===== config.mk =====
export PLATFORM = sky130hd
export DESIGN_NAME = qapm_seq
export DESIGN_NICKNAME = d
export VERILOG_FILES = /design/src/design/qapm_pkg.sv /design/src/design/qapm_seq.sv
export SDC_FILE = /design/constraint.sdc
export NUM_CORES = 1
export LEC_CHECK = 0
export ABC_AREA = 1
export ABC_CLOCK_PERIOD_IN_PS = 2000
export BUFFER_PORTS_ARGS = -buffer_cell sky130_fd_sc_hd__buf_2
export CAP_MARGIN = 20
export CORE_UTILIZATION = 48
export CTS_BUF_LIST = sky130_fd_sc_hd__clkbuf_8 sky130_fd_sc_hd__clkbuf_16
export CTS_CLUSTER_SIZE = 25
export DETAILED_ROUTE_END_ITERATION = 12
export GPL_TIMING_DRIVEN = 0
export PLACE_DENSITY_LB_ADDON = 0.3
export SLEW_MARGIN = 30
export SYNTH_ARGS = -nofsm -noshare
export SYNTH_HDL_FRONTEND = slang
export SYNTH_SLANG_ARGS = --single-unit
export TNS_END_PERCENT = 30

===== constraint.sdc =====
create_clock -name clk_i -period 2 [get_ports clk_i]
set_input_delay 0.2 -clock clk_i [delete_from_list [all_inputs] [get_ports clk_i]]
set_output_delay 0.2 -clock clk_i [all_outputs]
set_load 0.05 [all_outputs]

===== src/design/qapm_pkg.sv =====
// Shared types, constants and the control-store program for the attitude PD mixer.
`default_nettype none

package qapm_pkg;

  localparam int QW          = 16;
  localparam int MOTOR_CNT   = 4;
  localparam int MOTOR_W     = $clog2(MOTOR_CNT);
  localparam int PC_W        = 4;
  localparam int CFG_IDX_W   = 3;
  localparam int CFG_DATA_W  = 24;
  localparam int ADJ_W       = 17;
  localparam int MIX_W       = 18;

  typedef enum logic [CFG_IDX_W-1:0] {
    REG_PROP_GAIN     = 3'd0,
    REG_DERIV_GAIN    = 3'd1,
    REG_FORGET_FACTOR = 3'd2,
    REG_MAX_ADJUST    = 3'd3,
    REG_YAW_ERR_LIMIT = 3'd4,
    REG_SETTLE_TICKS  = 3'd5,
    REG_BASE_PERIOD   = 3'd6
  } reg_idx_e;

  localparam logic [23:0] PROP_GAIN_RST     = 24'd16384;
  localparam logic [23:0] DERIV_GAIN_RST    = 24'd655360;
  localparam logic [15:0] FORGET_FACTOR_RST = 16'd6554;
  localparam logic [15:0] MAX_ADJUST_RST    = 16'd64000;
  localparam logic [14:0] YAW_ERR_LIMIT_RST = 15'd13107;
  localparam logic [15:0] SETTLE_TICKS_RST  = 16'd300;
  localparam logic [7:0]  BASE_PERIOD_RST   = 8'd10;
  localparam logic signed [QW-1:0] TARGET_RE_RST = 16'sd32767;

  typedef struct packed {
    logic [23:0] prop_gain;
    logic [23:0] deriv_gain;
    logic [15:0] forget_factor;
    logic [15:0] max_adjust;
    logic [14:0] yaw_err_limit;
    logic [15:0] settle_ticks;
    logic [7:0]  base_period;
  } cfg_t;

  typedef enum logic [2:0] {
    ACC_HOLD, ACC_LOAD, ACC_LOADN, ACC_ADD, ACC_SUB
  } acc_op_e;

  typedef enum logic [3:0] {
    A_W, A_Z, A_TRE, A_TIM, A_PG, A_DG, A_FF, A_TL, A_TH
  } asel_e;

  typedef enum logic [2:0] {
    B_X, B_Y, B_M, B_DV, B_BASE, B_F
  } bsel_e;

  typedef enum logic [1:0] {
    SH_0, SH_15, SH_24
  } shift_e;

  typedef enum logic [3:0] {
    SP_NONE, SP_TICK, SP_ROLL, SP_PITCH, SP_YAW, SP_MIX, SP_RND, SP_DVP, SP_TERM, SP_ADJ
  } spec_e;

  typedef enum logic [1:0] {
    JMP_NEXT, JMP_LOOP, JMP_END
  } jmp_e;

  typedef struct packed {
    acc_op_e         acc;
    asel_e           asel;
    bsel_e           bsel;
    shift_e          shift;
    spec_e           spec;
    jmp_e            jmp;
    logic [PC_W-1:0] target;
  } uword_t;

  typedef struct packed {
    logic               load;
    logic               en;
    logic [MOTOR_W-1:0] motor;
    uword_t             uw;
  } ctrl_t;

  localparam logic [PC_W-1:0] PC_MOTOR_LOOP = 4'd7;

  // per motor step: MIX, RND, m*Kp, -dv*Kd, base*ff, +tl*f, +th*f, ADJ
  function automatic uword_t ucode(logic [PC_W-1:0] pc);
    uword_t w;
    w.acc    = ACC_HOLD;
    w.asel   = A_W;
    w.bsel   = B_X;
    w.shift  = SH_0;
    w.spec   = SP_NONE;
    w.jmp    = JMP_NEXT;
    w.target = PC_MOTOR_LOOP;
    case (pc)
      4'd0: begin
        w.spec = SP_TICK;  w.acc = ACC_LOADN; w.asel = A_W;   w.bsel = B_X;
      end
      4'd1: begin
        w.acc = ACC_SUB;   w.asel = A_Z;     w.bsel = B_Y;
      end
      4'd2: begin
        w.spec = SP_ROLL;  w.acc = ACC_LOAD;  w.asel = A_W;   w.bsel = B_Y;
      end
      4'd3: begin
        w.acc = ACC_SUB;   w.asel = A_Z;     w.bsel = B_X;
      end
      4'd4: begin
        w.spec = SP_PITCH; w.acc = ACC_LOAD;  w.asel = A_TRE; w.bsel = B_Y;
      end
      4'd5: begin
        w.acc = ACC_SUB;   w.asel = A_TIM;   w.bsel = B_X;
      end
      4'd6: w.spec = SP_YAW;
      4'd7: w.spec = SP_MIX;
      4'd8: w.spec = SP_RND;
      4'd9: begin
        w.spec = SP_DVP;   w.acc = ACC_LOAD;  w.asel = A_PG;  w.bsel = B_M;
      end
      4'd10: begin
        w.acc = ACC_SUB;   w.asel = A_DG;    w.bsel = B_DV;
      end
      4'd11: begin
        w.spec = SP_TERM;  w.acc = ACC_LOAD;  w.asel = A_FF;  w.bsel = B_BASE;
        w.shift = SH_15;
      end
      4'd12: begin
        w.acc = ACC_ADD;   w.asel = A_TL;    w.bsel = B_F;
      end
      4'd13: begin
        w.acc = ACC_ADD;   w.asel = A_TH;    w.bsel = B_F;   w.shift = SH_24;
      end
      4'd14: begin
        w.spec = SP_ADJ;   w.jmp = JMP_LOOP;
      end
      default: w.jmp = JMP_END;
    endcase
    return w;
  endfunction

  // {negate roll, negate pitch, negate yaw} for the X-frame mix
  function automatic logic [2:0] motor_sign(logic [MOTOR_W-1:0] motor);
    logic [2:0] s;
    case (motor)
      2'd0:    s = 3'b000;
      2'd1:    s = 3'b110;
      2'd2:    s = 3'b101;
      default: s = 3'b011;
    endcase
    return s;
  endfunction

endpackage

`default_nettype wire


===== src/design/qapm_seq.sv =====
// Control-store sequencer: step counter, motor loop counter and handshake control.
`default_nettype none

module qapm_seq import qapm_pkg::*; (
  input  wire   clk_i,
  input  wire   rst_ni,
  input  wire   in_valid_i,
  input  wire   out_free_i,
  output logic  in_stall_o,
  output logic  done_o,
  output ctrl_t ctrl_o
);

  logic               busy_q;
  logic [PC_W-1:0]    pc_q;
  logic [MOTOR_W-1:0] motor_q;
  uword_t             uw;

  assign uw = ucode(pc_q);

  always_ff @(posedge clk_i or negedge rst_ni) begin
    if (!rst_ni) begin
      busy_q  <= 1'b0;
      pc_q    <= '0;
      motor_q <= '0;
    end else if (!busy_q) begin
      if (in_valid_i) begin
        busy_q  <= 1'b1;
        pc_q    <= '0;
        motor_q <= '0;
      end
    end else begin
      case (uw.jmp)
        JMP_NEXT: pc_q <= pc_q + 1'b1;
        JMP_LOOP: begin
          if (motor_q != MOTOR_W'(MOTOR_CNT - 1)) begin
            motor_q <= motor_q + 1'b1;
            pc_q    <= uw.target;
          end else begin
            pc_q <= pc_q + 1'b1;
          end
        end
        JMP_END: begin
          if (out_free_i) busy_q <= 1'b0;
        end
        default: pc_q <= pc_q;
      endcase
    end
  end

  assign in_stall_o   = busy_q;
  assign done_o       = busy_q && (uw.jmp == JMP_END) && out_free_i;
  assign ctrl_o.load  = !busy_q && in_valid_i;
  assign ctrl_o.en    = busy_q;
  assign ctrl_o.motor = motor_q;
  assign ctrl_o.uw    = uw;

endmodule

`default_nettype wire


* Word level (Yosys, flattened, before mapping)
Index checks and enable logic that the tools add are counted.
** Operators by class
- $add $sub $neg :: 2
- Eq/ne operators :: 20
- Multiplexer cells :: 16
- Reduce and logical (&&, ||, !) cells :: 10
** Operators with widths (count)
- 10-bit case mux with 11 select lines :: 1
- 4-bit case mux with 9 select lines :: 1
- 4-bit equality test, second input constant :: 7
- 4-bit by 3-bit equality test with 1-bit output, second input constant :: 4
- 14-bit OR reduction :: 1
- 4-bit 2-to-1 mux :: 3
- 4-bit by 2-bit equality test with 1-bit output, second input constant :: 2
- 2-bit 2-to-1 mux :: 4
- 2-bit case mux with 2 select lines :: 2
- 4-bit case mux with 2 select lines :: 1
- 4-bit by 1-bit adder with 4-bit output, second input constant :: 1
- 4-bit by 1-bit equality test with 1-bit output, second input constant :: 1
- 4-bit zero test :: 1
- 1-bit 2-to-1 mux :: 4
- 2-bit by 1-bit != test with 1-bit output, second input constant :: 2
- 1-bit logical AND :: 3
- 3-bit by 1-bit != test with 1-bit output, second input constant :: 1
- 3-bit AND reduction :: 1
- 2-bit by 1-bit adder with 2-bit output, second input constant :: 1
- 2-bit by 1-bit equality test with 1-bit output, second input constant :: 1
- 2-bit equality test, second input constant :: 1
- 2-bit zero test :: 1
- 2-bit != test, second input constant :: 1
- 2-bit AND reduction :: 1
- 2 further kinds :: 2
** Storage, ports and cells
- Register bits :: 7
- Logic and storage cells :: 51

* Depth between registers and ports, before layout
- Depth in word-level cells :: 6
- Gate-level depth with buffers :: 9
- Depth with buffers taken out :: 9

* Worst setup path before layout
No wires, ideal clock.
- Kind :: reg-to-output
- Start point :: reg pc_q[0]
- End point :: out ctrl_o[16] in the netlist's numbering
- Data arrival time :: 2.048 ns
- Required time :: 1.800 ns
- Path slack :: -0.248 ns
- Cell stages (with the launch flop) :: 8
- Path buffers :: 0
- Cells stage by stage :: dfrtp_1 -> ha_1 -> inv_1 -> nor2_1 -> inv_1 -> nand2_1 -> inv_2 -> nand3_1
** RTL lines
- from (decl) :: line qapm_seq.sv:15 : logic [PC_W-1:0] pc_q;
- from (signal assigned) :: line qapm_seq.sv:34 : JMP_NEXT: pc_q <= pc_q + 1'b1;
- from (signal assigned) :: line qapm_seq.sv:38 : pc_q <= uw.target;
- from (signal assigned) :: line qapm_seq.sv:40 : pc_q <= pc_q + 1'b1;
- to (decl) :: line qapm_seq.sv:11 : output ctrl_t ctrl_o

* Worst setup path in the final report
- Start point :: reg pc_q[0]
- End point :: out done_o
** On the way
- Word-level cells in the longest chain between the ends :: 6
- Elaborated cells between the ends (all ways) :: 20
- Those cells by class :: eq/ne: 15; mux: 1; reduce/logical: 4
** Ends and longest elaborated chain
- 4-bit equality test, or another cell as far along :: line qapm_pkg.sv:97 : case (pc)
- 14-bit OR reduction (no source line)
- 2-bit case mux with 2 select lines * :: line qapm_pkg.sv:97
- 2-bit equality test * :: line qapm_seq.sv:52 : assign done_o = busy_q && (uw.jmp == JMP_END) && out_free_i;
- 1-bit logical AND * (2 in a row) :: line qapm_seq.sv:52
- to (decl) :: line qapm_seq.sv:10 : output logic done_o,
Every way passes the cells marked *; elsewhere a longest branch is shown, timed or not.

==> metrics <==
reg2reg end=pc_q[0]$_DFFE_PN0P_; main combinational cell family by area after synthesis=simple AND/OR/NAND/NOR gates; Synth async-reset ratio=1.000; Yosys top cell area share=0.2093; hold_sp=out_free_i; gr ovfl total=0; Num CTS Buffers=3; largest area contributor in the netlist=dfrtp_1; r2r startpoint=pc_q[0]$_DFFE_PN0P_; Non-Filler Instances=174; Detailed Route WL=roughly 1900 µm; FF/Latch Area=175.2 µm²; crit path kind=reg2out; number of buffers added on ports=27; final setup violating endpoints=0; startpoint class of the critical path=register; total track usage=0.2198; synth warn=0; layout cells sized above 1=0.4241; Max FO, Critical Path=6; Multi-input gate area=approximately 540 µm²; io pins=32; FILL cells=approximately 140; Initial Util=0.5369; Post-synth EDFFs=0; count leader, synth=nand2_1; Largest delay share family, worst path=simple AND/OR/NAND/NOR gates; Synth area leaders=dfrtp_1, nand2_1, nand3_1, inv_1, ha_1; Setup Skew=0.001263 ns; Sink Count=7; Inst Count DP=between 150 and 200; sequential fraction of the synthesis area=0.2093; Routed Antenna Nets=0; CTS tree=yes; Yosys reg bits=7; fraction of synthesized cell area in xor and xnor cells=0.02093; average wire per standard cell=11.10 µm; Hold Crit Endpoint=in_stall_o$_DFF_PN0_; Longest Clk Path Bufs=2; mux share of post-synthesis cell area=0; Layout area overhead=32.74%; final hold viol count=0; delay of the slowest cell on the worst path=between 0.3 and 0.4 ns; Data required, critical path=1.80 ns; H-tree depth=1; Remaining DRCs=0; Die Ht=between 40 and 50 µm; RSZ-0062 raised after global routing=yes; Rows=14; GP Congestion=roughly 0.8; Root Buffer=clkbuf_8; clock-pin slew on the worst setup and hold paths=0.04 ns; Die X-Extent=about 44 µm; first-pass GRT wire length=roughly 3100 µm; critical path arrival=approximately 1.7 ns; Hold Path Class=in2reg; max-cap viol count=0; period utilization=0.9534; final net count=~170; synth unique cells=28; initial antenna violation count=0; Worst Hold Depth=4; largest net degree at the start of global routing=11; dpl hpwl=between 1500 and 2000 µm; post-synthesis cell count=~120; synthesized area=between 800 and 900 µm²; vias per inst=just over 5; crit end category=output port; FF-to-FF path depth=10; Worst path slowest cell=dfrtp_1; r2r setup slk=0.30 ns; die area=between 0.0015 and 0.002 mm²; initial DRC count=42; status=complete, no violations; post-synthesis simple-gate area fraction=0.4111; DR vias=between 800 and 900; top_reg_cell synth=dfrtp_1; iteration count of the initial detailed-routing pass=4; Avg Inst Size Synth=between 6 and 7 µm²; vias in the first global route=770; Buffers & Inverters on Critical Path=2; worst skew pair latency=between 0.2 and 0.25 ns; Synth Area in Adders=0.07474; compound-cell area share of the yosys netlist=0.1001; Slew Viols, Final=0; achievable frequency=between 500 and 600 MHz; Critical Path, Cell by Cell=inv_1 > ha_2 > nand3_4 > nand2_2 > nor2_4 > nand3_4 > nor2_2 > buf_6; ant diodes=0; commonest cells in the netlist=nand2_1, inv_1, nand3_1; CORE AREA=about 0.0016 mm²; Final min period=between 1.5 and 2 ns; Most Frequent Cell on Critical Path=nand3_4
## logic make-up (layout without fill, tap and decap cells)
group,Yosys count,count (layout)
buffers and inverters,29,64
and+or+nand+nor,64,64
xor gates and xnor gates,2,2
adders and majority gates,5,5
other,2,4
AOI/OAI and AO/OA,12,12
DFF,7,7
## registers in the layout, indices dropped and copies added, names as in the netlist
signal	flops
pc_q	4
motor_q	2
in_stall_o	1
## layer usage
metal / vias to the layer above / routed length, µm / global-route usage
met1: 405 / 841 / 0.2590
met4: 0 / 16 / 0.04375
met3: 2 / 102 / 0.07500
met2: 30 / 971 / 0.3851
li1: 450 / - / -
met5: - / 0 / 0
## worst max-delay path by stage
stage	startpoint	to	slack (ns)	cells past startpoint
after floorplan	pc_q[0]$_DFFE_PN0P_	done_o	-0.06	7
after CTS	pc_q[1]$_DFFE_PN0P_	done_o	0.007	8
after global placement	pc_q[0]$_DFFE_PN0P_	done_o	0.13	8
final	pc_q[0]$_DFFE_PN0P_	done_o	0.09	8
after global routing	pc_q[0]$_DFFE_PN0P_	done_o	-0.01	8
after detailed placement	pc_q[0]$_DFFE_PN0P_	done_o	0.08	8
## stage by stage
stage / hold slack [ns] / util / setup slack, ns / cell area, µm² / setup TNS, ns
3_5_place_dp: 0.04477 / 0.6429 / 0.08421 / 1002 / 0
2_1_floorplan: -0.09559 / - / -0.06360 / 847.1 / -0.08697
3_3_place_gp: 0.03792 / 0.6429 / 0.1262 / 1002 / 0
6_report: 0.3029 / 0.7127 / 0.09314 / 1111 / 0
4_1_cts: 0.2835 / 0.6942 / 0.006703 / 1082 / 0
5_1_grt: 0.3264 / 0.7127 / -0.01362 / 1111 / -0.01362
## what timing repair did
action,4_1_cts,5_1_grt
gates resized for setup,5,8
buffers inserted,2,1
hold buffers,1,0
setup endpoints to repair,7,6
endpoints found under the hold margin,7,0
pin swaps,0,0
## area by class of cell
class | instances | area share
clock inverters | 1 | 0.003378
inverters | 21 | 0.07320
multi-input cells | 87 | 0.4842
clock buffers | 3 | 0.03716
plain buffers | 8 | 0.05856
well taps | 16 | 0.01802
flip-flops and latches | 7 | 0.1577
repair buffers | 31 | 0.1678
## layout by cell type, fill, tap and decap left out, types with 4 or more instances in the layout
cell type | synthesis | routed
nand2_1 | 24 | 24
nand2_2 | 4 | 4
dfrtp_1 | 7 | 7
buf_4 | 5 | 9
clkbuf_4 | 0 | 4
buf_2 | 1 | 22
ha_2 | 0 | 4
nand3_1 | 15 | 15
nor2_1 | 9 | 7
conb_1 | 2 | 4
inv_1 | 18 | 18
nor2_2 | 2 | 4
## worst register-to-register path: cells and delay by family (launching register included)
| family | cells | cell delay [ns] |
|---|---|---|
| buffers and inverters | 3 | 0.36 |
| and+or+nand+nor | 5 | 0.37 |
| adders and majority gates | 1 | 0.27 |
| AOI/OAI and AO/OA | 1 | 0.19 |
| DFF | 1 | 0.41 |
Power is left out: the tool's default activity adds up to more than one toggle a clock period on the data nets, which glitch-free logic cannot reach.
