`src/design/qapm_pkg.sv`:
```
// Shared types, constants and the control-store program for the attitude PD mixer.
`default_nettype none

package qapm_pkg;

  localparam int QW          = 16;
  localparam int MOTOR_CNT   = 4;
  localparam int MOTOR_W     = $clog2(MOTOR_CNT);
  localparam int PC_W        = 4;
  localparam int CFG_IDX_W   = 3;
  localparam int CFG_DATA_W  = 24;
  localparam int ADJ_W       = 17;
  localparam int MIX_W       = 18;

  typedef enum logic [CFG_IDX_W-1:0] {
    REG_PROP_GAIN     = 3'd0,
    REG_DERIV_GAIN    = 3'd1,
    REG_FORGET_FACTOR = 3'd2,
    REG_MAX_ADJUST    = 3'd3,
    REG_YAW_ERR_LIMIT = 3'd4,
    REG_SETTLE_TICKS  = 3'd5,
    REG_BASE_PERIOD   = 3'd6
  } reg_idx_e;

  localparam logic [23:0] PROP_GAIN_RST     = 24'd16384;
  localparam logic [23:0] DERIV_GAIN_RST    = 24'd655360;
  localparam logic [15:0] FORGET_FACTOR_RST = 16'd6554;
  localparam logic [15:0] MAX_ADJUST_RST    = 16'd64000;
  localparam logic [14:0] YAW_ERR_LIMIT_RST = 15'd13107;
  localparam logic [15:0] SETTLE_TICKS_RST  = 16'd300;
  localparam logic [7:0]  BASE_PERIOD_RST   = 8'd10;
  localparam logic signed [QW-1:0] TARGET_RE_RST = 16'sd32767;

  typedef struct packed {
    logic [23:0] prop_gain;
    logic [23:0] deriv_gain;
    logic [15:0] forget_factor;
    logic [15:0] max_adjust;
    logic [14:0] yaw_err_limit;
    logic [15:0] settle_ticks;
    logic [7:0]  base_period;
  } cfg_t;

  typedef enum logic [2:0] {
    ACC_HOLD, ACC_LOAD, ACC_LOADN, ACC_ADD, ACC_SUB
  } acc_op_e;

  typedef enum logic [3:0] {
    A_W, A_Z, A_TRE, A_TIM, A_PG, A_DG, A_FF, A_TL, A_TH
  } asel_e;

  typedef enum logic [2:0] {
    B_X, B_Y, B_M, B_DV, B_BASE, B_F
  } bsel_e;

  typedef enum logic [1:0] {
    SH_0, SH_15, SH_24
  } shift_e;

  typedef enum logic [3:0] {
    SP_NONE, SP_TICK, SP_ROLL, SP_PITCH, SP_YAW, SP_MIX, SP_RND, SP_DVP, SP_TERM, SP_ADJ
  } spec_e;

  typedef enum logic [1:0] {
    JMP_NEXT, JMP_LOOP, JMP_END
  } jmp_e;

  typedef struct packed {
    acc_op_e         acc;
    asel_e           asel;
    bsel_e           bsel;
    shift_e          shift;
    spec_e           spec;
    jmp_e            jmp;
    logic [PC_W-1:0] target;
  } uword_t;

  typedef struct packed {
    logic               load;
    logic               en;
    logic [MOTOR_W-1:0] motor;
    uword_t             uw;
  } ctrl_t;

  localparam logic [PC_W-1:0] PC_MOTOR_LOOP = 4'd7;

  // per motor step: MIX, RND, m*Kp, -dv*Kd, base*ff, +tl*f, +th*f, ADJ
  function automatic uword_t ucode(logic [PC_W-1:0] pc);
    uword_t w;
    w.acc    = ACC_HOLD;
    w.asel   = A_W;
    w.bsel   = B_X;
    w.shift  = SH_0;
    w.spec   = SP_NONE;
    w.jmp    = JMP_NEXT;
    w.target = PC_MOTOR_LOOP;
    case (pc)
      4'd0: begin
        w.spec = SP_TICK;  w.acc = ACC_LOADN; w.asel = A_W;   w.bsel = B_X;
      end
      4'd1: begin
        w.acc = ACC_SUB;   w.asel = A_Z;     w.bsel = B_Y;
      end
      4'd2: begin
        w.spec = SP_ROLL;  w.acc = ACC_LOAD;  w.asel = A_W;   w.bsel = B_Y;
      end
      4'd3: begin
        w.acc = ACC_SUB;   w.asel = A_Z;     w.bsel = B_X;
      end
      4'd4: begin
        w.spec = SP_PITCH; w.acc = ACC_LOAD;  w.asel = A_TRE; w.bsel = B_Y;
      end
      4'd5: begin
        w.acc = ACC_SUB;   w.asel = A_TIM;   w.bsel = B_X;
      end
      4'd6: w.spec = SP_YAW;
      4'd7: w.spec = SP_MIX;
      4'd8: w.spec = SP_RND;
      4'd9: begin
        w.spec = SP_DVP;   w.acc = ACC_LOAD;  w.asel = A_PG;  w.bsel = B_M;
      end
      4'd10: begin
        w.acc = ACC_SUB;   w.asel = A_DG;    w.bsel = B_DV;
      end
      4'd11: begin
        w.spec = SP_TERM;  w.acc = ACC_LOAD;  w.asel = A_FF;  w.bsel = B_BASE;
        w.shift = SH_15;
      end
      4'd12: begin
        w.acc = ACC_ADD;   w.asel = A_TL;    w.bsel = B_F;
      end
      4'd13: begin
        w.acc = ACC_ADD;   w.asel = A_TH;    w.bsel = B_F;   w.shift = SH_24;
      end
      4'd14: begin
        w.spec = SP_ADJ;   w.jmp = JMP_LOOP;
      end
      default: w.jmp = JMP_END;
    endcase
    return w;
  endfunction

  // {negate roll, negate pitch, negate yaw} for the X-frame mix
  function automatic logic [2:0] motor_sign(logic [MOTOR_W-1:0] motor);
    logic [2:0] s;
    case (motor)
      2'd0:    s = 3'b000;
      2'd1:    s = 3'b110;
      2'd2:    s = 3'b101;
      default: s = 3'b011;
    endcase
    return s;
  endfunction

endpackage

`default_nettype wire

```
`src/design/qapm_dp.sv`:
```
// Datapath: shared multiplier with accumulator, tick state and per-motor PD state.
`default_nettype none

module qapm_dp import qapm_pkg::*; (
  input  wire                                clk_i,
  input  wire                                rst_ni,
  input  ctrl_t                              ctrl_i,
  input  cfg_t                               cfg_i,
  input  wire  signed [QW-1:0]               quat_w_i,
  input  wire  signed [QW-1:0]               quat_x_i,
  input  wire  signed [QW-1:0]               quat_y_i,
  input  wire  signed [QW-1:0]               quat_z_i,
  input  wire                                capture_yaw_i,
  output logic        [MOTOR_CNT-1:0][ADJ_W-1:0] res_o,
  output logic                               settled_o
);

  logic signed [QW-1:0]    qw_q, qx_q, qy_q, qz_q;
  logic                    cap_q;
  logic [15:0]             tick_q;
  logic [7:0]              phase_q;
  logic                    settled_q, refresh_q;
  logic signed [QW-1:0]    tre_q, tim_q;
  logic signed [63:0]      acc_q, acc_d;
  logic signed [32:0]      roll_q, pitch_q;
  logic signed [31:0]      yaw_q;
  logic signed [33:0]      mix_q;
  logic signed [MIX_W-1:0] m_q;
  logic signed [MIX_W:0]   dv_q;
  logic signed [43:0]      term_q;
  logic signed [MIX_W-1:0] prev_q [MOTOR_CNT];
  logic signed [ADJ_W-1:0] base_q [MOTOR_CNT];
  logic        [ADJ_W-1:0] res_q  [MOTOR_CNT];

  logic [MOTOR_W-1:0] mi;
  assign mi = ctrl_i.motor;

  // shared multiplier
  logic [16:0]        f_w;
  logic signed [24:0] mul_a, mul_b;
  logic signed [49:0] prod;
  logic signed [63:0] p64, addend;

  assign f_w = 17'h10000 - {1'b0, cfg_i.forget_factor};

  always_comb begin
    case (ctrl_i.uw.asel)
      A_W:     mul_a = 25'(qw_q);
      A_Z:     mul_a = 25'(qz_q);
      A_TRE:   mul_a = 25'(tre_q);
      A_TIM:   mul_a = 25'(tim_q);
      A_PG:    mul_a = $signed({1'b0, cfg_i.prop_gain});
      A_DG:    mul_a = $signed({1'b0, cfg_i.deriv_gain});
      A_FF:    mul_a = $signed({9'b0, cfg_i.forget_factor});
      A_TL:    mul_a = $signed({1'b0, term_q[23:0]});
      A_TH:    mul_a = 25'($signed(term_q[43:24]));
      default: mul_a = '0;
    endcase
    case (ctrl_i.uw.bsel)
      B_X:     mul_b = 25'(qx_q);
      B_Y:     mul_b = 25'(qy_q);
      B_M:     mul_b = 25'(m_q);
      B_DV:    mul_b = 25'(dv_q);
      B_BASE:  mul_b = 25'(base_q[mi]);
      B_F:     mul_b = $signed({8'b0, f_w});
      default: mul_b = '0;
    endcase
  end

  assign prod = mul_a * mul_b;
  assign p64  = 64'(prod);

  always_comb begin
    case (ctrl_i.uw.shift)
      SH_15:   addend = p64 <<< 15;
      SH_24:   addend = p64 <<< 24;
      default: addend = p64;
    endcase
    case (ctrl_i.uw.acc)
      ACC_LOAD:  acc_d = addend;
      ACC_LOADN: acc_d = -addend;
      ACC_ADD:   acc_d = acc_q + addend;
      ACC_SUB:   acc_d = acc_q - addend;
      default:   acc_d = acc_q;
    endcase
  end

  // tick bookkeeping
  logic        stepped, settled_n, capture_n, refresh_n;
  logic [15:0] tick_n;
  logic [7:0]  phase_n, period;

  assign stepped   = tick_q != 16'hFFFF;
  assign tick_n    = stepped ? tick_q + 16'd1 : tick_q;
  assign settled_n = tick_n >= cfg_i.settle_ticks;
  assign capture_n = cap_q || (stepped && (tick_n == cfg_i.settle_ticks));
  assign period    = (cfg_i.base_period == 8'd0) ? 8'd1 : cfg_i.base_period;
  assign phase_n   = phase_q + 8'd1;
  assign refresh_n = phase_n >= period;

  // yaw error clamp
  logic signed [34:0] yaw4;
  logic signed [35:0] ylim;
  logic signed [31:0] yaw_n;

  assign yaw4 = {acc_q[32:0], 2'b00};
  assign ylim = $signed({6'b0, cfg_i.yaw_err_limit, 15'b0});

  always_comb begin
    if (!settled_q)               yaw_n = '0;
    else if (36'(yaw4) > ylim)    yaw_n = 32'(ylim);
    else if (36'(yaw4) < -ylim)   yaw_n = 32'(-ylim);
    else                          yaw_n = 32'(yaw4);
  end

  // motor mix
  logic [2:0]         sg;
  logic signed [33:0] r34, p34, y34, mix_n;

  assign sg    = motor_sign(mi);
  assign r34   = sg[2] ? -34'(roll_q)  : 34'(roll_q);
  assign p34   = sg[1] ? -34'(pitch_q) : 34'(pitch_q);
  assign y34   = sg[0] ? -34'(yaw_q)   : 34'(yaw_q);
  assign mix_n = r34 + p34 + y34;

  // round to Q.15 and saturate
  logic signed [34:0]      mix_r;
  logic signed [19:0]      mix_s;
  logic signed [MIX_W-1:0] m_n;

  assign mix_r = 35'(mix_q) + 35'sd16384;
  assign mix_s = mix_r[34:15];

  always_comb begin
    if (mix_s > 20'sd131071)       m_n = 18'sd131071;
    else if (mix_s < -20'sd131072) m_n = -18'sd131072;
    else                           m_n = mix_s[MIX_W-1:0];
  end

  // final adjustment
  logic signed [63:0]      acc_r;
  logic signed [32:0]      adj_s, amax;
  logic signed [ADJ_W-1:0] adj_n;

  assign acc_r = acc_q + 64'sd1073741824;
  assign adj_s = acc_r[63:31];
  assign amax  = $signed({17'b0, cfg_i.max_adjust});

  always_comb begin
    if (adj_s > amax)       adj_n = $signed({1'b0, cfg_i.max_adjust});
    else if (adj_s < -amax) adj_n = -$signed({1'b0, cfg_i.max_adjust});
    else                    adj_n = adj_s[ADJ_W-1:0];
  end

  always_ff @(posedge clk_i or negedge rst_ni) begin
    if (!rst_ni) begin
      tick_q    <= '0;
      phase_q   <= '0;
      settled_q <= 1'b0;
      refresh_q <= 1'b0;
      tre_q     <= TARGET_RE_RST;
      tim_q     <= '0;
      for (int i = 0; i < MOTOR_CNT; i++) begin
        prev_q[i] <= '0;
        base_q[i] <= '0;
      end
    end else if (ctrl_i.en) begin
      case (ctrl_i.uw.spec)
        SP_TICK: begin
          tick_q    <= tick_n;
          settled_q <= settled_n;
          refresh_q <= refresh_n;
          phase_q   <= refresh_n ? 8'd0 : phase_n;
          if (capture_n) begin
            tre_q <= qx_q;
            tim_q <= qy_q;
          end
        end
        SP_DVP: prev_q[mi] <= m_q;
        SP_ADJ: begin
          if (refresh_q) base_q[mi] <= adj_n;
        end
        default: tick_q <= tick_q;
      endcase
    end
  end

  always_ff @(posedge clk_i) begin
    if (ctrl_i.load) begin
      qw_q  <= quat_w_i;
      qx_q  <= quat_x_i;
      qy_q  <= quat_y_i;
      qz_q  <= quat_z_i;
      cap_q <= capture_yaw_i;
    end
    if (ctrl_i.en) begin
      acc_q <= acc_d;
      case (ctrl_i.uw.spec)
        SP_ROLL:  roll_q  <= acc_q[32:0];
        SP_PITCH: pitch_q <= acc_q[32:0];
        SP_YAW:   yaw_q   <= yaw_n;
        SP_MIX:   mix_q   <= mix_n;
        SP_RND:   m_q     <= m_n;
        SP_DVP:   dv_q    <= (MIX_W + 1)'(prev_q[mi]) - (MIX_W + 1)'(m_q);
        SP_TERM:  term_q  <= acc_q[43:0];
        SP_ADJ:   res_q[mi] <= settled_q ? adj_n : '0;
        default:  mix_q   <= mix_q;
      endcase
    end
  end

  always_comb begin
    for (int i = 0; i < MOTOR_CNT; i++) res_o[i] = res_q[i];
  end

  assign settled_o = settled_q;

endmodule

`default_nettype wire
```
`config.mk`:
```
export PLATFORM = sky130hd
export DESIGN_NAME = qapm_dp
export DESIGN_NICKNAME = d
export VERILOG_FILES = /design/src/design/qapm_pkg.sv /design/src/design/qapm_dp.sv
export SDC_FILE = /design/constraint.sdc
export NUM_CORES = 2
export LEC_CHECK = 0
export BUFFER_PORTS_ARGS = -buffer_cell sky130_fd_sc_hd__clkbuf_2
export CELL_PAD_IN_SITES_DETAIL_PLACEMENT = 1
export CELL_PAD_IN_SITES_GLOBAL_PLACEMENT = 2
export CORE_MARGIN = 5
export CORE_UTILIZATION = 41
export DETAILED_ROUTE_END_ITERATION = 10
export PLACE_DENSITY_LB_ADDON = 0.1
export SYNTH_ARGS = -nofsm -noshare
export SYNTH_HDL_FRONTEND = slang
export SYNTH_SLANG_ARGS = --single-unit
```
`constraint.sdc`:
```
create_clock -name clk_i -period 14.1 [get_ports clk_i]
set_input_delay 0 -clock clk_i [delete_from_list [all_inputs] [get_ports clk_i]]
set_output_delay 0 -clock clk_i [all_outputs]
set_load 0.005 [all_outputs]
```
-- Yosys cells after proc, flatten, opt, wreduce, memory -nomap -nowiden
Memories as Yosys holds them, arrays and structs flattened.
Index checks and enable logic that the tools add are counted.
- bits in registers: 540
- memory bits (writable): 68
- bits of input ports: 212
- output and inout port bits: 69
- logic and storage cells: 146
- memories: 1
- memory list (memory ; words ; width ; rd ports ; clocked after memory_dff ; wr ports ; RTL line ; text):
    res_q ; 4 ; 17 ; 4 ; 0 ; 1 ; qapm_dp.sv:33 ; logic [ADJ_W-1:0] res_q [MOTOR_CNT];
- add/subtract/negate cells: 17
- $mul: 1
- $lt $le $gt $ge: 10
- eq/ne operators: 32
- mux-type cells: 32
- bitwise gates (word level): 3
- reductions and logical operators: 21
- operators with widths (operator ; count):
    one-hot mux 64 bit (4 select lines) ; 1
    one-hot mux 25 bit (9 select lines) ; 1
    one-hot mux 25 bit (6 select lines) ; 1
    one-hot mux 64 bit (2 select lines) ; 1
    two-way mux 17 bit ; 6
    two-way mux 34 bit ; 3
    bitwise mux 72 bit ; 1
    two-way mux 18 bit ; 4
    adder 34 bit ; 2
    bitwise mux 68 bit ; 1
    negation 33 -> 34 bit ; 2
    adder 64 x 32 -> 64 bit (second input constant) ; 1
    adder 64 bit ; 1
    negation 64 bit ; 1
    subtractor 64 bit ; 1
    multiplier 25 x 25 -> 50 bit ; 1
    binary-select mux 18 bit (select 2 bit) ; 1
    demux 18 bit (select 2 bit) ; 1
    < comparator 35 x 36 -> 1 bit ; 1
    negation 30 -> 36 bit ; 1
    adder 34 x 16 -> 35 bit (second input constant) ; 1
    greater-than comparator 35 x 31 -> 1 bit ; 1
    binary-select mux 17 bit (select 2 bit) ; 1
    demux 17 bit (select 2 bit) ; 1
    45 further kinds ; 80

-- Longest topological paths before layout
- depth after elaboration: 9
- mapped depth: 57
- depth with buffers taken out: 53

-- Worst setup path before layout
Ideal clock, no wire load.
- kind: input -> register
- start: in ctrl_i[22] (netlist name)
- end: reg acc_q[61] (data pin)
- setup time: 261 ps
- arrival time: 11884 ps
- required time: 13839 ps
- slack: 1955 ps
- stages on the path: 45
- buffers on the path: 5
- path through: buf_2 buf_1 mux4_2 mux2i_1 nor2_1 a21oi_1 clkbuf_1 nor2_1 fa_1 fa_1 fa_1 inv_1 fa_1 inv_1 fa_1 inv_1 fa_1 inv_1 [9 not listed] or2_4 nor4_4 and2_1 clkbuf_1 nand4_1 mux2_2 o21ai_0 ha_1 a21o_1 a21o_1 a21oi_1 o211ai_1 a41oi_1 o31ai_1 a21o_1 a21oi_1 xnor2_1 a221o_1
- longest elaborated chain between the ends: 9
- elaborated cells on any way between the ends: 11
- classes of those cells: add/sub (3); mul (1); mux (6); bitwise (1)
- ends and longest elaborated chain (what ; RTL line ; text):
    from (decl) ; qapm_dp.sv:7 ; input ctrl_t ctrl_i,
    inverter 2 -> 3 bit (not written as such) (*) ; qapm_dp.sv:64 ; B_BASE: mul_b = 25'(base_q[mi]);
    binary-select mux 17 bit (select 2 bit) (*) ; qapm_dp.sv:64 ;
    two-way mux 17 bit (not written as such) (*) (2 in series) ; qapm_dp.sv:64 ;
    one-hot mux 25 bit (6 select lines) (*) ; qapm_dp.sv:59 ; case (ctrl_i.uw.bsel)
    multiplier 25 x 25 -> 50 bit (*) ; qapm_dp.sv:70 ; assign prod = mul_a * mul_b;
    one-hot mux 64 bit (2 select lines) (*) ; qapm_dp.sv:74 ; case (ctrl_i.uw.shift)
    subtractor 64 bit, or another cell as far along ; qapm_dp.sv:83 ; ACC_SUB: acc_d = acc_q - addend;
    one-hot mux 64 bit (4 select lines) (*) ; qapm_dp.sv:79 ; case (ctrl_i.uw.acc)
    via acc_d[61] ; qapm_dp.sv:24 ; logic signed [63:0] acc_q, acc_d;
    to (signal assigned) ; qapm_dp.sv:197 ; acc_q <= acc_d;
    to (decl) ; qapm_dp.sv:24 ;
The timed path passes the listed nets; every way through them passes the cells marked *. The select of a mux whose other input is x is not followed.
A chain may end at the register's enable or synchronous reset.

-- Worst setup path in the final report
- start: reg term_q[12]
- end: reg acc_q[63] (data pin)
- longest elaborated chain between the ends: 5
- elaborated cells on any way between the ends: 7
- classes of those cells: add/sub (3); mul (1); mux (3)
- ends and longest elaborated chain (what ; RTL line ; text):
    from (decl) ; qapm_dp.sv:30 ; logic signed [43:0] term_q;
    from (signal assigned) ; qapm_dp.sv:205 ; SP_TERM: term_q <= acc_q[43:0];
    one-hot mux 25 bit (9 select lines) (*) ; qapm_dp.sv:47 ; case (ctrl_i.uw.asel)
    multiplier 25 x 25 -> 50 bit (*) ; qapm_dp.sv:70 ;
    one-hot mux 64 bit (2 select lines) (*) ; qapm_dp.sv:74 ;
    subtractor 64 bit, or another cell as far along ; qapm_dp.sv:83 ;
    one-hot mux 64 bit (4 select lines) (*) ; qapm_dp.sv:79 ;
    via acc_d[63] ; qapm_dp.sv:24 ;
The timed path passes the listed nets; every way through them passes the cells marked *.

==> impl_metrics.yaml <==
clock_network:
  clk_tree_root_cell: "sky130_fd_sc_hd__clkbuf_16"
  cts_tree: "done"
  clk_pin_slew_ps: 60
  numClockSinks: 592
  cts_max_path_buffers: 3
  insertion_delay_ps: 680
  cts-htree-levels: 3
  cts_buffer_count: 74
worst_setup_path:
  critical_path_peak_fanout: 11
  worstSetupStartpointType: "flop"
  crit-reg2reg-launch: "term_q[12]$_DFFE_PP_"
  worst_path_most_repeated_cell: "sky130_fd_sc_hd__fa_1"
  required_ps: 14520
  worst_r2r_path_depth: 45
  timing.critical_path.slowest_cell_delay_ps: 760
  crit_path_top_delay_cell: "sky130_fd_sc_hd__o21ai_2"
  timing_worst_setup_path_type: "flop to flop"
  critPathCaptureType: "flop"
  r2r_slack_ps: 650
  arrival_ps: 13870
  critical_path.reg2reg.endpoint: "acc_q[63]$_DFFE_PP_"
synthesis:
  netlist_area_um2: 63300
  post_synth.cell_area_avg_um2: 9.50
  yosys.cell_types.count: 108
  synth_enable_flop_cells: 394
  ys.flop_type: "sky130_fd_sc_hd__edfxtp_1"
  ys_seq_area_frac: 0.266
  synthesis.instances: 6660
  ys_top_cells_by_area: "sky130_fd_sc_hd__fa_1 (22%), sky130_fd_sc_hd__edfxtp_1 (19%), sky130_fd_sc_hd__ha_1 (7.6%), sky130_fd_sc_hd__dfrtp_1 (7.2%), sky130_fd_sc_hd__inv_1 (5.7%)"
  synth-seq-cells: 592
  asyncSetResetFlopFracSynth: 0.334
  synthDominantCellAreaShare: 0.215
  ys.warnings.count: 0
  synth.net_count: 7936
  synth_area_leader_cell: "sky130_fd_sc_hd__fa_1"
grt:
  track_usage: 0.290
  groute.layer.met2.usage: 0.460
  grt_pass1_wl_mm: 356
  grt_start_max_net_pins: 112
  grt_overflow_total: 0
  grt_pass1_vias: 54240
  grt.busiest_layer: "met2"
  grt_antenna_before_repair: 14
  met3_demand_to_capacity_share_in_global_routing: 0.0475
  gr-usage-met1: 0.420
power:
  ir_worst_vdd_uv: 162
  power_density_nw_per_um2: 232
  leakage_uw: 0.0325
  fin_total_pwr_uw: 16600
detailed_routing:
  drt_iter0_markers: 3763
  drtPass1Iterations: 6
  wl_per_cell_um: 25.8
  drt_drc_violations_left: 0
  ant_nets: 0
  vias: 51420
  avgViaCountPerCell: 5.61
  routed_wirelength_mm: 236
run:
  maxCapViolCount: 0
finish:
  mostFrequentLayoutCell: "sky130_fd_sc_hd__inv_1"
  finish.net_count: 8334
  synthToLayoutAreaGrowth_pct: 13.0
  ratio_of_cells_with_drive_above_1_in_the_final_layout: 0.130
  filler_cell_count: 17473
  layout.cells.most_common_list: "sky130_fd_sc_hd__inv_1 (956), sky130_fd_sc_hd__fa_1 (680), sky130_fd_sc_hd__nand2_1 (669)"
  final_design_instance_area_without_fill_um2: 71500
die:
  design.core.area_um2: 154000
  pin_count: 281
  floorplan_die_height_um: 403
  floorplan.initialDensity: 0.412
  floorplan.die.width_um: 403
  num_rows: 144
  die_area_um2: 162000
timing:
  setup_viol: 0
  fin_ws_ps: 647
  max_slew_margin: 0.183
  worst-slew-pin-transition_ps: 1230
  worst_hold_slack_ps: -10.4
  finalWorstPathRequiredPeriod_ps: 13450
  period_share: 0.954
  totalNegativeSetupSlack_ps: 0
  final-max-slew-violation-count: 0
  maxClockFrequency_mhz: 74.3
  timing.clock.skew_ps: 60.6
  final_hold_viol_count: 1
hold_path:
  worst_hold_path_type: "input pin to async pin"
run_status:
  run_status: "complete, but fails checks"
  violated_checks: "hold timing"
place:
  detailed_place_hpwl_mm: 193
  place_ws_ps: 405
  detailed_place.area_um2: 68100
  port_buffers: 274
  finalWeightedCongestion: 0.906
[routing by layer]
metal	wire length (µm)	share of wire
met1	108000	0.46
met2	107000	0.45
met3	16100	0.068
met4	4730	0.020
met5	13	0.000055
[power breakdown]
group | switching, µW | internal (µW)
Clock | 813 | 1000
Sequential | 330 | 2240
Combinational | 7590 | 4590
Total | 8730 | 7830
[synthesized netlist by cell type, types with 18 or more instances]
cell type / n
sky130_fd_sc_hd__inv_1: 956
sky130_fd_sc_hd__fa_1: 680
sky130_fd_sc_hd__nand2_1: 670
sky130_fd_sc_hd__nor2_1: 587
sky130_fd_sc_hd__edfxtp_1: 394
sky130_fd_sc_hd__ha_1: 384
sky130_fd_sc_hd__o21ai_0: 270
sky130_fd_sc_hd__a21oi_1: 257
sky130_fd_sc_hd__xnor2_1: 252
sky130_fd_sc_hd__clkbuf_1: 227
sky130_fd_sc_hd__dfrtp_1: 183
sky130_fd_sc_hd__xor2_1: 138
sky130_fd_sc_hd__nand3_1: 121
sky130_fd_sc_hd__mux2_2: 105
sky130_fd_sc_hd__nor3_1: 100
sky130_fd_sc_hd__a21o_1: 89
sky130_fd_sc_hd__nand2b_1: 85
sky130_fd_sc_hd__and2_1: 69
sky130_fd_sc_hd__o21a_1: 62
sky130_fd_sc_hd__a22oi_1: 60
sky130_fd_sc_hd__and3_1: 58
sky130_fd_sc_hd__or3_1: 55
sky130_fd_sc_hd__nand4_1: 54
sky130_fd_sc_hd__mux4_2: 49
sky130_fd_sc_hd__nor2b_1: 49
sky130_fd_sc_hd__or2_2: 40
sky130_fd_sc_hd__mux2i_1: 39
sky130_fd_sc_hd__nor4_1: 38
sky130_fd_sc_hd__a31oi_1: 35
sky130_fd_sc_hd__o31ai_1: 35
sky130_fd_sc_hd__o211ai_1: 30
sky130_fd_sc_hd__a211oi_1: 28
sky130_fd_sc_hd__o221ai_1: 27
sky130_fd_sc_hd__buf_2: 25
sky130_fd_sc_hd__a221oi_1: 22
sky130_fd_sc_hd__o22ai_1: 19
sky130_fd_sc_hd__o21ai_1: 18
[worst max-delay path: cells and delay by family, from the launching register on]
kind	cells	cell delay, ps
buffers and inverters	6	960
flip-flops	1	560
XOR/XNOR	2	460
AND/OR/NAND/NOR	18	4340
adder cells (fa/ha/maj)	9	4470
AO/OA/AOI/OAI	10	2400
[logic make-up (layout without fill, tap and decap cells)]
group	Yosys count	after routing	share of synthesized area
muxes	193	193	0.0423
other	0	3	0
AOI/OAI and AO/OA	1180	1180	0.125
buffers and inverters	1230	1688	0.0738
DFF	592	592	0.266
adders and majority gates	1064	1064	0.291
xor gates and xnor gates	390	390	0.0540
and+or+nand+nor	2011	2011	0.148
[how the worst max path moves through the flow]
stage / from / to / slack [ps] / cells past startpoint
after floorplan: ctrl_i[22] / acc_q[61]$_DFFE_PP_ / 1960 / 45
after global placement: cfg_i[56] / acc_q[52]$_DFFE_PP_ / 630 / 49
after detailed placement: cfg_i[56] / acc_q[63]$_DFFE_PP_ / 410 / 52
after CTS: term_q[19]$_DFFE_PP_ / acc_q[63]$_DFFE_PP_ / 110 / 47
after global routing: cfg_i[56] / acc_q[63]$_DFFE_PP_ / -20 / 53
final: term_q[12]$_DFFE_PP_ / acc_q[63]$_DFFE_PP_ / 650 / 45
[sequential cells by signal, indices dropped and copies added (netlist names), 19 cells and up]
register  flops
roll_q       33
res_q        68
yaw_q        30
term_q       44
base_q       68
dv_q         19
pitch_q      33
mix_q        20
prev_q       72
acc_q        64
[layout make-up]
cell class | instances | area [µm²] | area share
Antenna cell | 3 | 7.51 | 0.000105
Clock buffer | 95 | 1960 | 0.0275
Clock inverter | 41 | 328 | 0.00459
Inverter | 959 | 3600 | 0.0504
Multi-Input combinational cell | 4838 | 42100 | 0.589
Sequential cell | 592 | 16800 | 0.235
Tap cell | 2044 | 2560 | 0.0358
Timing Repair Buffer | 593 | 4090 | 0.0572
[what timing repair did]
action / in CTS / in global routing
hold buffers: 89 / 0
gates resized for setup: 0 / 17
setup endpoints to repair: 0 / 3
hold endpoints to repair: 265 / 0
buffers inserted: 0 / 5
[stage by stage]
stage	cells	utilization
after detailed placement	8932	0.443
final	9165	0.465
after global placement	8932	0.443
after floorplan	6660	-
after CTS	9157	0.464
after global routing	9163	0.465
Note: power is estimated with default switching activity, not from simulation.
